<file path="config.mk">
export PLATFORM = sky130hd
export DESIGN_NAME = psinv_ctrl
export DESIGN_NICKNAME = d
export VERILOG_FILES = /design/src/rtl/psinv_pkg.sv /design/src/rtl/psinv_ctrl.sv
export SDC_FILE = /design/constraint.sdc
export NUM_CORES = 1
export LEC_CHECK = 0
export BUFFER_PORTS_ARGS = -buffer_cell sky130_fd_sc_hd__clkbuf_2
export CAP_MARGIN = 20
export CORE_UTILIZATION = 40
export CTS_BUF_LIST = sky130_fd_sc_hd__clkbuf_2
export CTS_CLUSTER_DIAMETER = 60
export DETAILED_ROUTE_END_ITERATION = 6
export PLACE_DENSITY = 0.56
export SLEW_MARGIN = 40
export SYNTH_ARGS = -nofsm -noshare
export SYNTH_HDL_FRONTEND = slang
export SYNTH_SLANG_ARGS = --single-unit
</file>
<file path="constraint.sdc">
create_clock -name clock -period 3.4 [get_ports clock]
set_clock_uncertainty 0.2 [all_clocks]
set_input_delay 0.85 -clock clock [delete_from_list [all_inputs] [get_ports clock]]
set_output_delay 0.85 -clock clock [all_outputs]
set_load 0.02 [all_outputs]
</file>
<file path="src/rtl/psinv_pkg.sv">
// Shared constants, command/status structs and state codes for the power series inverse block.
// Used by psinv_modmul, psinv_datapath, psinv_ctrl and power_series_inverse_mod.
// Depends on nothing else.
package psinv_pkg;

   // Longest series that the block holds.
   localparam int MaxTerms = 64;
   localparam int AddrW    = (MaxTerms > 1) ? $clog2(MaxTerms) : 1;
   localparam int CountW   = $clog2(MaxTerms + 1);

   // Field widths.
   localparam int DataW  = 30;
   localparam int TdataW = 32;
   localparam int RemW   = DataW + 2;
   localparam int ExpBitW = $clog2(DataW);

   // Modulus and the Fermat exponent.
   localparam logic [DataW-1:0] Prime     = 30'd1000000007;
   localparam logic [DataW-1:0] PrimeExp  = Prime - 30'd2;
   localparam logic [RemW-1:0]  PrimeRem  = {2'b00, Prime};
   localparam logic [RemW-1:0]  TwoPrime  = {1'b0, Prime, 1'b0};

   // Barrett factor floor(2^60 / P); it fits in 31 bits.
   localparam logic [63:0] BarrettWide = 64'h1000000000000000 / 64'd1000000007;
   localparam logic [DataW:0] BarrettMu = BarrettWide[DataW:0];

   typedef enum logic [1:0] {
      MUL_SQUARE,
      MUL_BASE,
      MUL_SCALE
   } mul_sel_type;

   typedef enum logic [1:0] {
      DST_NONE,
      DST_ACC,
      DST_POW,
      DST_INV
   } res_dst_type;

   typedef enum logic [12:0] {
      ST_LOAD         = 13'b0000000000001,
      ST_START        = 13'b0000000000010,
      ST_POW_SQ       = 13'b0000000000100,
      ST_POW_SQ_WAIT  = 13'b0000000001000,
      ST_POW_MUL      = 13'b0000000010000,
      ST_POW_MUL_WAIT = 13'b0000000100000,
      ST_POW_DONE     = 13'b0000001000000,
      ST_CONV         = 13'b0000010000000,
      ST_CONV_WAIT    = 13'b0000100000000,
      ST_SCALE        = 13'b0001000000000,
      ST_SCALE_WAIT   = 13'b0010000000000,
      ST_EMIT_RD      = 13'b0100000000000,
      ST_EMIT_LD      = 13'b1000000000000
   } state_type;

   typedef struct packed {
      logic             ser_wr;
      logic [AddrW-1:0] ser_waddr;
      logic             conv_rd;
      logic [AddrW-1:0] ser_raddr;
      logic             inv_ren;
      logic [AddrW-1:0] inv_raddr;
      logic             inv0_wr;
      logic [AddrW-1:0] inv_waddr;
      logic             acc_clr;
      logic             mul_go;
      mul_sel_type      mul_sel;
      res_dst_type      res_dst;
      logic             pow_init;
      logic             lead_set;
      logic             out_load;
      logic             out_last;
      logic             out_zero;
   } dp_cmd_type;

   typedef struct packed {
      logic mul_idle;
      logic lead_zero;
      logic out_free;
   } dp_status_type;

endpackage

</file>
<file path="src/rtl/psinv_ctrl.sv">
// Controller state machine: load counting, Fermat exponentiation sequence,
// per-term convolution sequencing and result emission.
// Depends on psinv_pkg.
module psinv_ctrl (
   input  logic                     clock,
   input  logic                     reset,
   input  logic                     req_tvalid,
   input  logic                     req_tlast,
   output logic                     req_tready,
   output psinv_pkg::dp_cmd_type    cmd,
   input  psinv_pkg::dp_status_type status
);

   psinv_pkg::state_type               state_ff, state_in;
   logic [psinv_pkg::CountW-1:0]       count_ff, count_in;
   logic [psinv_pkg::CountW-1:0]       n_ff, n_in;
   logic [psinv_pkg::AddrW-1:0]        i_ff, i_in, k_ff, k_in, j_ff, j_in;
   logic [psinv_pkg::ExpBitW-1:0]      bit_ff, bit_in;
   logic                               zero_ff, zero_in;
   logic                               accept, has_room, i_last, j_last;

   assign req_tready = (state_ff == psinv_pkg::ST_LOAD);
   assign accept     = req_tvalid && req_tready;
   assign has_room   = count_ff < psinv_pkg::CountW'(psinv_pkg::MaxTerms);
   assign i_last     = (psinv_pkg::CountW'(i_ff) + psinv_pkg::CountW'(1)) == n_ff;
   assign j_last     = (psinv_pkg::CountW'(j_ff) + psinv_pkg::CountW'(1)) == n_ff;

   always_comb begin
      state_in = state_ff;
      count_in = count_ff;
      n_in     = n_ff;
      i_in     = i_ff;
      k_in     = k_ff;
      j_in     = j_ff;
      bit_in   = bit_ff;
      zero_in  = zero_ff;
      cmd      = '0;

      case (state_ff)
         psinv_pkg::ST_LOAD: begin
            cmd.ser_waddr = count_ff[psinv_pkg::AddrW-1:0];
            if (accept) begin
               cmd.ser_wr = has_room;
               if (req_tlast) begin
                  n_in     = has_room ? count_ff + psinv_pkg::CountW'(1) : count_ff;
                  count_in = '0;
                  state_in = psinv_pkg::ST_START;
               end else if (has_room) begin
                  count_in = count_ff + psinv_pkg::CountW'(1);
               end
            end
         end
         psinv_pkg::ST_START: begin
            j_in    = '0;
            zero_in = status.lead_zero;
            if (status.lead_zero) begin
               state_in = psinv_pkg::ST_EMIT_RD;
            end else begin
               cmd.pow_init = 1'b1;
               bit_in       = psinv_pkg::ExpBitW'(psinv_pkg::DataW - 1);
               state_in     = psinv_pkg::ST_POW_SQ;
            end
         end
         psinv_pkg::ST_POW_SQ: begin
            cmd.mul_go  = 1'b1;
            cmd.mul_sel = psinv_pkg::MUL_SQUARE;
            cmd.res_dst = psinv_pkg::DST_POW;
            state_in    = psinv_pkg::ST_POW_SQ_WAIT;
         end
         psinv_pkg::ST_POW_SQ_WAIT: begin
            cmd.res_dst = psinv_pkg::DST_POW;
            if (status.mul_idle) begin
               if (psinv_pkg::PrimeExp[bit_ff]) begin
                  state_in = psinv_pkg::ST_POW_MUL;
               end else if (bit_ff == '0) begin
                  state_in = psinv_pkg::ST_POW_DONE;
               end else begin
                  bit_in   = bit_ff - psinv_pkg::ExpBitW'(1);
                  state_in = psinv_pkg::ST_POW_SQ;
               end
            end
         end
         psinv_pkg::ST_POW_MUL: begin
            cmd.mul_go  = 1'b1;
            cmd.mul_sel = psinv_pkg::MUL_BASE;
            cmd.res_dst = psinv_pkg::DST_POW;
            state_in    = psinv_pkg::ST_POW_MUL_WAIT;
         end
         psinv_pkg::ST_POW_MUL_WAIT: begin
            cmd.res_dst = psinv_pkg::DST_POW;
            if (status.mul_idle) begin
               if (bit_ff == '0) begin
                  state_in = psinv_pkg::ST_POW_DONE;
               end else begin
                  bit_in   = bit_ff - psinv_pkg::ExpBitW'(1);
                  state_in = psinv_pkg::ST_POW_SQ;
               end
            end
         end
         psinv_pkg::ST_POW_DONE: begin
            cmd.lead_set  = 1'b1;
            cmd.inv0_wr   = 1'b1;
            cmd.inv_waddr = '0;
            i_in          = psinv_pkg::AddrW'(1);
            k_in          = psinv_pkg::AddrW'(1);
            if (n_ff == psinv_pkg::CountW'(1)) begin
               state_in = psinv_pkg::ST_EMIT_RD;
            end else begin
               state_in = psinv_pkg::ST_CONV;
            end
         end
         psinv_pkg::ST_CONV: begin
            // One product b[k] * r[i-k] enters the multiplier each cycle.
            cmd.conv_rd   = 1'b1;
            cmd.inv_ren   = 1'b1;
            cmd.ser_raddr = k_ff;
            cmd.inv_raddr = i_ff - k_ff;
            cmd.acc_clr   = (k_ff == psinv_pkg::AddrW'(1));
            cmd.res_dst   = psinv_pkg::DST_ACC;
            if (k_ff == i_ff) begin
               state_in = psinv_pkg::ST_CONV_WAIT;
            end else begin
               k_in = k_ff + psinv_pkg::AddrW'(1);
            end
         end
         psinv_pkg::ST_CONV_WAIT: begin
            cmd.res_dst = psinv_pkg::DST_ACC;
            if (status.mul_idle) begin
               state_in = psinv_pkg::ST_SCALE;
            end
         end
         psinv_pkg::ST_SCALE: begin
            cmd.mul_go  = 1'b1;
            cmd.mul_sel = psinv_pkg::MUL_SCALE;
            cmd.res_dst = psinv_pkg::DST_INV;
            state_in    = psinv_pkg::ST_SCALE_WAIT;
         end
         psinv_pkg::ST_SCALE_WAIT: begin
            cmd.res_dst   = psinv_pkg::DST_INV;
            cmd.inv_waddr = i_ff;
            if (status.mul_idle) begin
               if (i_last) begin
                  state_in = psinv_pkg::ST_EMIT_RD;
               end else begin
                  i_in     = i_ff + psinv_pkg::AddrW'(1);
                  k_in     = psinv_pkg::AddrW'(1);
                  state_in = psinv_pkg::ST_CONV;
               end
            end
         end
         psinv_pkg::ST_EMIT_RD: begin
            cmd.inv_ren   = 1'b1;
            cmd.inv_raddr = j_ff;
            state_in      = psinv_pkg::ST_EMIT_LD;
         end
         psinv_pkg::ST_EMIT_LD: begin
            cmd.out_last = j_last;
            cmd.out_zero = zero_ff;
            if (status.out_free) begin
               cmd.out_load = 1'b1;
               if (j_last) begin
                  state_in = psinv_pkg::ST_LOAD;
               end else begin
                  j_in     = j_ff + psinv_pkg::AddrW'(1);
                  state_in = psinv_pkg::ST_EMIT_RD;
               end
            end
         end
         default: begin
            state_in = psinv_pkg::ST_LOAD;
         end
      endcase
   end

   always_ff @(posedge clock) begin
      if (reset) begin
         state_ff <= psinv_pkg::ST_LOAD;
         count_ff <= '0;
      end else begin
         state_ff <= state_in;
         count_ff <= count_in;
      end
   end

   always_ff @(posedge clock) begin
      n_ff    <= n_in;
      i_ff    <= i_in;
      k_ff    <= k_in;
      j_ff    <= j_in;
      bit_ff  <= bit_in;
      zero_ff <= zero_in;
   end

   a_go_when_idle: assert property (@(posedge clock) disable iff (reset)
      cmd.mul_go |-> status.mul_idle)
      else $error("multiplier issued while products are still in flight");

   a_load_when_free: assert property (@(posedge clock) disable iff (reset)
      cmd.out_load |-> status.out_free)
      else $error("output register overwritten before it was taken");

   a_count_bound: assert property (@(posedge clock) disable iff (reset)
      count_ff <= psinv_pkg::CountW'(psinv_pkg::MaxTerms))
      else $error("coefficient count exceeds store depth");

   a_idle_after_last: assert property (@(posedge clock) disable iff (reset)
      accept && req_tlast |=> !req_tready && count_ff == '0)
      else $error("load did not close on the last coefficient");

endmodule

</file>
* Word-level counts from Yosys, hierarchy flattened
Memories as Yosys holds them, arrays and structs flattened. A register that Yosys moved wholly into a read port is not among the register bits.
Index checks and enable logic that the tools add are counted.
** Word-level totals
- Bits in read-only memories :: 32
- Input bits :: 7
- Output and inout bits :: 40
- Word-level logic and storage cells :: 114
- Flip-flop bits (word level) :: 51
- Memories :: 1
** Memories
- (no name shown) :: words 32, width 1, rd ports 1, clocked after memory_dff 1, write ports 0, RTL line psinv_ctrl.sv:73 : if (psinv_pkg::PrimeExp[bit_ff]) begin
** Operators by class
- $lt $le $gt $ge :: 2
- Reductions and logical operators :: 16
- Muxes and demuxes :: 48
- $add $sub $neg :: 8
- Eq/ne operators :: 31
** Operator list (number)
- $pmux W13 S13 :: 1
- $mux W13 :: 8
- $mux W12 :: 4
- $mux W6 :: 8
- $mux W7 :: 6
- $mux W5 :: 6
- $ne A2 B2 Y1 const B :: 12
- $pmux W6 S2 :: 2
- $add A6 B1 Y6 const B :: 3
- $pmux W6 S3 :: 1
- $pmux W5 S3 :: 1
- $add A6 B1 Y7 const B :: 2
- $eq A7 B7 Y1 :: 2
- $pmux W7 S2 :: 1
- $eq A13 B1 Y1 const B :: 1
- $eq A13 B10 Y1 const B :: 1
- $eq A13 B11 Y1 const B :: 1
- $eq A13 B12 Y1 const B :: 1
- $eq A13 B13 Y1 const B :: 1
- $eq A13 B2 Y1 const B :: 1
- $eq A13 B3 Y1 const B :: 1
- $eq A13 B4 Y1 const B :: 1
- $eq A13 B5 Y1 const B :: 1
- $eq A13 B6 Y1 const B :: 1
- 27 further kinds :: 38

* Logic depth before layout (Yosys ltp)
Gate-level depths: netlist (run 1).
- Word-level depth :: 6
- Mapped depth :: 13
- Depth with buffers taken out :: 11

* Least setup slack after synthesis (run 1)
No wires, ideal clock.
- Path type :: flip-flop to output port
- Start point :: register state_ff[12]
- End point :: output port cmd[17] (netlist name)
- Cell stages (with the launch flop) :: 6
- Data arrival time :: 2211 ps
- Slack :: 139 ps
- Buffers on the path :: 1
- Data required time :: 2350 ps
- Cells stage by stage :: dfxtp_1 -> or4_4 -> nor2_4 -> nand3_1 -> nor3b_1 -> buf_4
** RTL lines
- from (decl) :: RTL line psinv_ctrl.sv:14 : psinv_pkg::state_type state_ff, state_in;
- from (signal assigned) :: RTL line psinv_ctrl.sv:177 : state_ff <= psinv_pkg::ST_LOAD;
- from (signal assigned) :: RTL line psinv_ctrl.sv:180 : state_ff <= state_in;
- to (decl) :: RTL line psinv_ctrl.sv:10 : output psinv_pkg::dp_cmd_type cmd,

==> results of run 1 <==
final timing paths:
kind | cells after the start | end | slack, ps
setup reg to reg | 13 | state_ff[4]$_SDFFE_PP0P_ | 290
setup / recovery | 7 | cmd[10] | -20
hold / removal | 2 | count_ff[5]$_SDFFE_PP0P_ | 320
hold reg to reg | 2 | count_ff[5]$_SDFFE_PP0P_ | 320
report_power, final:
group          total [mW]  internal [mW]  leakage (nW)  switching (mW)
logic               0.311          0.131          1.41           0.181
clock network       0.344          0.127        0.0396           0.217
registers           0.711          0.688         0.456          0.0235
cells by family (layout without fill, tap and decap cells):
kind of cell	count (synthesis)	after routing	synth area share, %
AO/OA/AOI/OAI	62	62	11.8
multiplexers	3	3	1.08
AND/OR/NAND/NOR	189	190	29.0
flip-flops	52	52	38.9
XOR/XNOR	42	42	10.6
buffers and inverters	28	111	3.49
adder cells (fa/ha/maj)	14	14	5.25
repair_timing:
| action | CTS | global route |
|---|---|---|
| resized for setup | 33 | 57 |
| cloned | 1 | 0 |
| endpoints found under the hold margin | 0 | 0 |
| pin swaps | 8 | 23 |
| setup buffers | 14 | 12 |
| setup endpoints to repair | 21 | 23 |
layout make-up:
class,instances,area [µm²],area share [%]
clock inverter,3,46.3,1.04
tap,105,131,2.96
clock buffer,5,25.0,0.564
multi-input combinational,311,2180,49.1
sequential,52,1360,30.7
timing repair buffer,87,627,14.1
inverter,16,65.1,1.47
sequential cells by signal, summed over array words and instances, names as in the netlist, named ones only:
register and cells:
i_ff 6, n_ff 7, zero_ff 1, bit_ff 5, count_ff 7, j_ff 6, k_ff 6, state_ff 13
placed cells by master, fill, tap and decap left out, types with 3 or more instances in the layout:
master,Yosys,final
nor3_1,9,7
nor4_4,1,3
buf_4,1,46
o21a_1,3,3
a21oi_1,17,15
buf_8,0,3
or2_4,1,4
clkbuf_2,0,35
and3_1,15,13
nor3b_1,6,6
nand4b_1,4,4
o21bai_1,3,3
nor4_1,4,4
nand2b_1,5,5
ha_1,13,11
a21o_1,7,7
inv_1,15,12
dfxtp_2,0,3
edfxtp_1,31,31
dfxtp_1,21,16
nand2_1,33,32
inv_2,0,3
nor3_2,1,3
o21ai_1,1,4
nor2_1,53,51
buf_6,1,6
o21ai_0,11,6
xor2_1,18,16
nand3_1,21,19
xnor2_1,24,23
and2_1,12,11
nor2b_1,7,7
routing by layer:
metal / vias up / share of wire [%]
met5: - / 0
met4: 0 / 1.0
met3: 8 / 4.3
met2: 62 / 45
met1: 1454 / 50
li1: 1545 / -
metrics by stage:
stage | area (µm²) | util, % | total power [mW] | setup WS, ps | cells
after floorplan | 3480 | - | 0.908 | 139 | 390
after global placement | 3890 | 46.9 | 0.996 | 236 | 544
after detailed placement | 3890 | 46.9 | 0.997 | 235 | 544
after CTS | 4180 | 50.3 | 1.35 | -15.4 | 567
after global routing | 4440 | 53.5 | 1.43 | -120 | 579
final | 4440 | 53.5 | 1.37 | -17.6 | 579
worst max-delay path, delay by kind of cell, from the launching register on:
family	cells	cell delay, ps
DFF	1	390
and+or+nand+nor	5	1330
buffers and inverters	2	200
==> metrics.txt, run 1 <==
status complete, but fails checks; failing checks negative setup slack; CTS H-tree lvls 2; Synth Instances 390; initial antenna violation count 0; # hold bufs at CTS 0; clock slew at reported path FFs 260 ps; TNS Setup -32.9 ps; Core Area 8300 µm²; CP Class flip-flop to output pin; share of the synthesized area in the top cell type 26.8%; post-synthesis register bit count 52; detailed-route wire length 9120 µm; hold slack 321 ps; worst min path class flip-flop to flip-flop; Post-synth ARST share 0%; f_max 293 MHz; Post-synth top cells nor2_1 (53), nand2_1 (33), edfxtp_1 (31); total gr overflow 0; crit-path max FO 7; I/O pins 47; Mapped Area 3480 µm²; met2 GRT Util 32.7%; Worst EP required 2350 ps; Hold Vio Cnt, Final 0; Least-Margin Pin Slew 526 ps; crit-path cells or4_4 -> nor2_4 -> nand3_4 -> or2_4 -> clkinv_4 -> and3_4 -> buf_8; Fillers 796; top post-synthesis cells by area edfxtp_1 (27%), dfxtp_1 (12%), xnor2_1 (6.0%), nor2_1 (5.7%), ha_1 (4.7%); VDD IR max 0.175 mV; GR Util All Layers 20.3%; initial core utilization 41.9%; Synth cell types 62; post-synth top area cell edfxtp_1; post-route ant nets 0; CTS Buf Count 5; Die Area 9070 µm²; vias in the first global route 2884; Residual DRC 0; Buffers on Ports 46; M1 GR Usage 28.9%; half-perimeter wire length after placement 6680 µm; vias per cell 5.30; Nets 494; FP Rows 33; final worst setup slack -17.6 ps; share of cells above drive strength 1 30.2%; Cell Pwr Density 308 nW/µm²; Pleak 1.91 nW; DR iter-0 viols 125; clk buf depth 2; met3 Track Usage GR 2.87%; latest clock arrival within the worst-skew pair 460 ps; CTS root buf clkbuf_2; routed via count 3069; gp weighted congestion 0.916; syn avg cell area 8.92 µm²; first-pass GRT wire length 14200 µm; Max-Cap Viols 0; FF-to-FF Start state_ff[0]$_SDFFE_PP1P_; min Tclk post-route 3420 ps; Area Overhead vs Synth 27.6%; Top FF cell, synth edfxtp_1; syn nets 411; hold path startpoint count_ff[5]$_SDFFE_PP0P_; crit path DAT 2370 ps; RSZ-0062 raised after global routing yes; Final Setup Violations 2; busiest layer in global routing met2; CP peak stage delay 590 ps; CTS Sinks 52; register area share after synthesis 38.9%; Die Y 95.2 µm; most numerous cell in the Yosys netlist nor2_1; final period utilization 101%; YS warnings 0; CTS tree done; Worst Setup SP state_ff[11]$_SDFFE_PP0P_; largest net degree at the start of global routing 18; EDFF count, synth 31; Relative slew margins 64.8%; Die Width 95.2 µm; CP max-delay cell or4_4; ant diodes 0; Startpoint Class flip-flop; Pre-antenna DRT Iters 4; Crit. End Element output pin; routed wire length per instance 15.8 µm; Final Max Slew Viols 0
Power figures use the tool's default switching activity.
==> run 2: changes to the inputs <==
- PLACE_DENSITY: 0.56 -> not set
==> run 2 against run 1 <==
The flow still finishes with violations (negative setup slack). Core utilization decreased by 1.5 points. Final area decreased by 2.8%. Register-to-register slack improved by 200 ps. Critical endpoint unchanged. Largest cell class unchanged. Highest routed layer unchanged.
==> metrics.txt, run 2 (synthesis gave the netlist of run 1 again) <==
status complete, but fails checks (unchanged); failing checks negative setup slack (unchanged); Fillers 809 (was 796); Worst EP required 2350 ps (about the same); crit path DAT 2420 ps (was 2370 ps); Crit. End Element output pin (unchanged); routed wire length per instance 15.7 µm (was 15.8 µm); Die Width 95.2 µm (unchanged); Buffers on Ports 46 (unchanged); CTS root buf clkbuf_2 (unchanged); Pre-antenna DRT Iters 4 (unchanged); Hold Vio Cnt, Final 0 (unchanged); CP Class flip-flop to output pin (unchanged); final worst setup slack -65.2 ps (was -17.6 ps); Startpoint Class flip-flop (unchanged); final std cell area, no fill 4310 µm² (was 4440 µm²); CTS Buf Count 5 (unchanged); CTS tree done (unchanged); Die Y 95.2 µm (unchanged); CTS H-tree lvls 2 (unchanged); # hold bufs at CTS 0 (unchanged); VDD IR max 0.185 mV (was 0.175 mV); first-pass GRT wire length 14400 µm (was 14200 µm); latest clock arrival within the worst-skew pair 460 ps (about the same); crit-path max FO 7 (unchanged); initial antenna violation count 0 (unchanged); PnR Total Power 1.27 mW (was 1.37 mW); worst min path class flip-flop to flip-flop (unchanged); Area Overhead vs Synth 24.1% (was 27.6%); CTS Sinks 52 (unchanged); FP Rows 33 (unchanged); GR Util All Layers 20.6% (was 20.3%); Met1 Routed Length 4420 µm (was 4520 µm); f_max 289 MHz (was 293 MHz); Reg with most FFs state_ff (unchanged); Largest register FFs 13 (unchanged); met2 WL 4080 µm (was 4120 µm); Die Area 9070 µm² (unchanged); routed via count 3086 (was 3069); final period utilization 102% (was 101%); most common cell after layout, fill and taps aside nor2_1 (unchanged); TNS Setup -160 ps (was -32.9 ps); Final Setup Violations 4 (was 2); Pleak 1.86 nW (was 1.91 nW); post-route ant nets 0 (unchanged); Nets 490 (was 494); Cell Pwr Density 295 nW/µm² (was 308 nW/µm²); hold slack 318 ps (was 321 ps); Residual DRC 0 (unchanged); Register Area 1370 µm² (was 1360 µm²); Relative slew margins 61.2% (was 64.8%); most frequent cells in the layout nor2_1 (49), buf_4 (42), clkbuf_2 (33) (was nor2_1 (51), buf_4 (46), clkbuf_2 (35)); DR iter-0 viols 119 (was 125); Least-Margin Pin Slew 580 ps (was 526 ps); initial core utilization 41.9% (unchanged); clk buf depth 2 (unchanged); ant diodes 0 (unchanged); total gr overflow 0 (unchanged); Final Max Slew Viols 0 (unchanged); R2R setup slack 490 ps (was 290 ps); vias in the first global route 2911 (was 2884); vias per cell 5.37 (was 5.30); Core Area 8300 µm² (unchanged); I/O pins 47 (unchanged); dpl ws 264 ps (was 235 ps); largest net degree at the start of global routing 18 (unchanged); gp weighted congestion 0.905 (was 0.916); Max-Cap Viols 0 (unchanged); clock slew at reported path FFs 270 ps (was 260 ps); detailed-route wire length 9030 µm (was 9120 µm); share of cells above drive strength 1 29.1% (was 30.2%); half-perimeter wire length after placement 6710 µm (was 6680 µm); Largest regs state_ff: 13 flops, count_ff: 7 flops, n_ff: 7 flops (unchanged); min Tclk post-route 3470 ps (was 3420 ps); uppermost layer routed met4 (unchanged); area occupied by multi-input gates 2120 µm² (was 2180 µm²); RSZ-0062 raised after global routing yes (unchanged); DR WL met3 425 µm (was 391 µm); placed inst area 3930 µm² (was 3890 µm²)
-- run 2: cell count changes in the layout (fill, tap and decap cells not counted), sizes merged --
cell / change
buf: -2
bufinv: -1
clkbuf: -2
clkinv: +1
clkinvlp: -1
inv: +1
-- run 2: final cells by class --
type	count	area share, %
Timing Repair Buffer	83	13.7
Multi-Input combinational cell	311	49.1
Tap cell	105	3.05
Sequential cell	52	31.6
Clock inverter	3	0.406
Inverter	16	1.51
Clock buffer	5	0.580
-- run 2: where the power goes --
group	total (mW)	switching (mW)	internal (mW)
registers	0.709	0.0223	0.687
clock network	0.266	0.215	0.0513
logic	0.298	0.179	0.118
-- run 2: critical path, cell delays in order (launching register included) --
cell	delay (ps)
dfxtp_2	390
or4_4	570
nor2_4	140
nand3_2	130
or2_4	350
clkinv_4	100
and3_4	170
buf_6	110
-- run 2: what timing repair did --
item	CTS	global route
buffers inserted	11	7
endpoints found under the setup margin	23	25
gates cloned	0	1
resized for setup	17	72
pin swaps	5	13
-- run 2: metal layers --
metal  track usage, %  vias to the layer above
met4             5.05                        0
met5                0                        -
li1                 -                     1546
met1             29.5                     1458
met3             2.63                       10
met2             32.9                       72
-- run 2: per-stage QoR --
stage	util [%]	instances
6_report	52.0	575
5_1_grt	52.0	575
4_1_cts	49.3	567
3_5_place_dp	47.3	548
3_3_place_gp	47.3	548
2_1_floorplan	-	390
-- run 2: final timing paths --
| check | from | depth (start not counted) | to |
|---|---|---|---|
| max | state_ff[12]$_SDFFE_PP0P_ | 7 | cmd[10] |
| min | count_ff[4]$_SDFFE_PP0P_ | 2 | count_ff[4]$_SDFFE_PP0P_ |
| max reg2reg | state_ff[0]$_SDFFE_PP1P_ | 12 | state_ff[4]$_SDFFE_PP0P_ |
| min reg2reg | count_ff[4]$_SDFFE_PP0P_ | 2 | count_ff[4]$_SDFFE_PP0P_ |
